## config.mk

```make
export PLATFORM = sky130hd
export DESIGN_NAME = tccw_front
export DESIGN_NICKNAME = d
export VERILOG_FILES = /design/src/hw/rtl/tccw_pkg.sv /design/src/hw/rtl/tccw_front.sv
export SDC_FILE = /design/constraint.sdc
export NUM_CORES = 1
export LEC_CHECK = 0
export ABC_AREA = 1
export BUFFER_PORTS_ARGS = -buffer_cell sky130_fd_sc_hd__buf_2
export CAP_MARGIN = 15
export CORE_ASPECT_RATIO = 2
export CORE_MARGIN = 5
export CORE_UTILIZATION = 45
export DETAILED_ROUTE_END_ITERATION = 8
export GPL_ROUTABILITY_DRIVEN = 0
export HOLD_SLACK_MARGIN = 0.08
export PLACE_DENSITY = 0.73
export SYNTH_ARGS = -nofsm -noshare
export SYNTH_HDL_FRONTEND = slang
export SYNTH_SLANG_ARGS = --single-unit
export TNS_END_PERCENT = 1
```

## constraint.sdc

```tcl
create_clock -name clk -period 2.6 [get_ports clk]
set_clock_uncertainty 0.05 [all_clocks]
set_input_delay 0.26 -clock clk [delete_from_list [all_inputs] [get_ports clk]]
set_output_delay 0.26 -clock clk [all_outputs]
set_load 0.02 [all_outputs]
```

## src/hw/rtl/tccw_pkg.sv

```systemverilog
// Package for the text console character writer.
// Holds screen geometry, character codes, item classes and the structs passed
// between the front and back parts. Depends on nothing.
package tccw_pkg;

  localparam int ROWS    = 25;
  localparam int COLUMNS = 80;
  localparam int ROW_W   = $clog2(ROWS);
  localparam int COL_W   = $clog2(COLUMNS);
  localparam int CELLS   = ROWS * COLUMNS;
  localparam int ADDR_W  = $clog2(CELLS);

  localparam logic [7:0]  ATTR_RESET  = 8'h0F;
  localparam logic [15:0] BLANK_RESET = 16'h0F20;

  localparam logic [7:0] CH_ESC      = 8'h1B;
  localparam logic [7:0] CH_LBRACKET = 8'h5B;
  localparam logic [7:0] CH_SIX      = 8'h36;
  localparam logic [7:0] CH_N        = 8'h6E;
  localparam logic [7:0] CH_SPACE    = 8'h20;
  localparam logic [7:0] CH_BS       = 8'h08;
  localparam logic [7:0] CH_LF       = 8'h0A;
  localparam logic [7:0] CH_CR       = 8'h0D;

  localparam logic OP_PUT  = 1'b0;
  localparam logic OP_READ = 1'b1;

  localparam logic [1:0] CLS_READ      = 2'd0;
  localparam logic [1:0] CLS_NEWLINE   = 2'd1;
  localparam logic [1:0] CLS_BACKSPACE = 2'd2;
  localparam logic [1:0] CLS_PRINT     = 2'd3;

  typedef struct packed {
    logic [1:0] cls;
    logic [7:0] chr;
    logic [4:0] row;
    logic [6:0] col;
  } entry_t;

  typedef struct packed {
    logic   valid;
    entry_t entry;
  } head_t;

  typedef struct packed {
    logic pop;
    logic clearing;
  } back_stat_t;

endpackage

```

## src/hw/rtl/tccw_front.sv

```systemverilog
// Front part of the text console character writer: accepts commands,
// classifies them and holds them in a two-entry queue. Depends on tccw_pkg.
module tccw_front (
  input  logic                clk,
  input  logic                rst,
  input  logic                start,
  input  logic                operation,
  input  logic [7:0]          character,
  input  logic [4:0]          cell_row,
  input  logic [6:0]          cell_col,
  input  tccw_pkg::back_stat_t stat,
  output logic                busy,
  output tccw_pkg::head_t     head
);
  import tccw_pkg::*;

  entry_t     slots [2];
  logic       wr_ptr;
  logic       rd_ptr;
  logic [1:0] count;
  logic       push;
  logic       pop;
  entry_t     incoming;

  assign busy = (count == 2'd2) || stat.clearing;
  assign push = start && !busy;
  assign pop  = stat.pop && (count != 2'd0);

  always_comb begin
    incoming.chr = character;
    incoming.row = cell_row;
    incoming.col = cell_col;
    if (operation == OP_READ) begin
      incoming.cls = CLS_READ;
    end else if (character == CH_LF) begin
      incoming.cls = CLS_NEWLINE;
    end else if (character == CH_BS) begin
      incoming.cls = CLS_BACKSPACE;
    end else begin
      incoming.cls = CLS_PRINT;
    end
  end

  always_ff @(posedge clk) begin
    if (push) begin
      slots[wr_ptr] <= incoming;
    end
  end

  always_ff @(posedge clk) begin
    if (rst) begin
      wr_ptr <= 1'b0;
      rd_ptr <= 1'b0;
      count  <= 2'd0;
    end else begin
      if (push) begin
        wr_ptr <= !wr_ptr;
      end
      if (pop) begin
        rd_ptr <= !rd_ptr;
      end
      count <= count + {1'b0, push} - {1'b0, pop};
    end
  end

  assign head.valid = (count != 2'd0);
  assign head.entry = slots[rd_ptr];

endmodule

```

==> metrics <==
DRT iter0 DRCs=12; largest net degree at the start of global routing=23; # H-tree levels=2; number of clock sinks=roughly 50; drt drc=0; sequential area share after synthesis=74.74%; fraction of layout cells with a size suffix above 1=~45%; slowest stage delay, CP=between 0.3 and 0.4 ns; crit path launch type=flop; syn avg cell area=~16 sq um; clk root buf=clkbuf_8; clock tree buffer depth=2; Hold Crit Class=in2reg; CTS tree=done; Slowest cell on crit path=dfxtp_1; nets=just over 200; Finished Cell Area=about 2300 sq um; syn nets=149; Max Slew Vio Count=0; power per cell area=about 830 nW/um^2; Starting Density=around 47%; LEAKAGE=approximately 0.00092 uW; most common cell after layout, fill and taps aside=buf_2; CP most frequent cell=inv_1; critical path, cell by cell=inv_1 -> nand2_1 -> nand3_1 -> ha_1 -> inv_1 -> ha_1 -> inv_1 -> nand2_1 -> a21oi_1 -> nor2_1; initial antenna violation count=0; synth unique cells=12; Final ANT Viol Nets=0; via/cell ratio=around 4.8; Req. time, crit path=between 2 and 3 ns; max cap viols=0; Area Overhead vs Synth=21.32%; worst-margin pin slew=between 0.8 and 0.9 ns; total global-route track usage=between 10% and 20%; drt first pass iters=3; PortBufs=49; Crit. End Element=flop; Die X-Extent=55.97 um; post-route setup TNS=0 ns; Final min period=~1.8 ns; num ports=50; area of the core=~4100 sq um; Synth Warn #=0; final hold slack=~0.12 ns; status=completed; Max VDD drop=about 0.00058 V; fmax=0.5651 GHz; global-route wire length before repair=between 5000 and 6000 um; CP Max Fanout=3; Placed Area=about 2200 sq um; clock latency on the worst-skew pair=between 0.2 and 0.3 ns; via count=between 1000 and 1500; ANT cells=0; global route total overflow=0; Clock transition at path regs=0.08 ns; CTS buffer count=5; DIE AREA=around 5700 sq um; num rows=33; FF+latch count, synth=49; WL final=3245 um; critical path class=reg2reg; Syn Std Cell Area=1902 sq um; fillers=344; Die H=~100 um; setup bufs post-CTS=0; worst path arrival time=between 1.5 and 2 ns; DPL Wire Length=2425 um; RSZ-0062 raised after global routing=no; Syn Inst Count=121; Slew HR=between 40 and 50%; drt wl/cell=~14 um; final period utilization=about two thirds; vias in the first global route=~1200; commonest non-fill, non-tap cells in the layout=buf_2, edfxtp_1, mux2_2; Final Setup Violations=0; Final Hold Fails=0
metal layers:
layer / track usage (%) / part of all wire [%] / vias up
met5: 0 / 0 / -
met4: 6.581 / 1.8 / 0
met3: 3.793 / 5.6 / 5
met2: 23.44 / 58 / 34
met1: 11.11 / 35 / 522
li1: - / - / 541
through the flow:
| stage | instances | power [uW] | util (%) | setup WS [ns] |
|---|---|---|---|---|
| floorplan | 121 | 1350 | - | 0.6195 |
| global route | 231 | 2026 | 56.44 | 0.6836 |
| finish | 231 | 1914 | 56.44 | 0.8304 |
| CTS | 231 | 1942 | 56.44 | 0.8288 |
| global placement | 222 | 1483 | 53.99 | 0.9648 |
| detailed placement | 222 | 1512 | 53.99 | 0.8384 |
kinds of logic (layout without fill, tap and decap cells):
group	count (synthesis)	after routing	share of synthesized area, %
flip-flops	49	49	74.74
buffers and inverters	15	73	3.750
adder cells (fa/ha/maj)	2	2	1.316
multiplexers	22	22	13.03
AO/OA/AOI/OAI	2	2	0.6578
AND/OR/NAND/NOR	31	31	6.513
cell usage after synthesis:
| master | number | area share, % |
|---|---|---|
| nand3_1 | 4 | 1.1 |
| o21a_1 | 1 | 0.39 |
| ha_1 | 2 | 1.3 |
| inv_1 | 13 | 2.6 |
| mux2_2 | 22 | 13 |
| dfxtp_1 | 5 | 5.3 |
| nor2_1 | 15 | 3.0 |
| nand4_1 | 1 | 0.33 |
| buf_6 | 2 | 1.2 |
| a21oi_1 | 1 | 0.26 |
| nand2_1 | 11 | 2.2 |
| edfxtp_1 | 44 | 69 |
power breakdown:
group | switching [uW] | total [uW] | internal [uW]
clock network | 210 | 426 | 217
logic | 314 | 524 | 210
registers | 27.7 | 964 | 936
total | 551 | 1910 | 1360
worst paths after layout:
kind | startpoint | end | slack, ns | cells after the start
worst min register to register | rd_ptr | rd_ptr | 0.46 | 2
worst max-delay path | count[0] | count[1] | 0.83 | 10
worst min-delay path | cell_col[6] | slots[0][6] | 0.12 | 1
worst max register to register | count[0] | count[1] | 0.83 | 10
state kept, by name (all words and copies together) (netlist names), named ones only:
name    count
slots      44
count       2
rd_ptr      1
wr_ptr      1
area by class of cell:
| cell class | count | area, sq um | area share, % |
|---|---|---|---|
| inverter | 13 | 48.80 | 2.115 |
| sequential | 49 | 1421 | 61.61 |
| tap | 52 | 65.06 | 2.820 |
| multi-input combinational | 57 | 411.6 | 17.84 |
| timing repair buffer | 52 | 270.3 | 11.71 |
| clock buffer | 8 | 90.09 | 3.905 |
critical path: cells and delay by family (launching register included):
kind	cells	cell delay, ns
compound gates	1	0.15
flops	1	0.38
buf+inv	3	0.19
fa+ha+maj	2	0.53
simple gates	4	0.36
repair_timing:
| item | in CTS | in global routing |
|---|---|---|
| hold buffers | 1 | 0 |
| hold endpoints to repair | 1 | 0 |
| resized for setup | 0 | 0 |
Power figures use the tool's default switching activity.
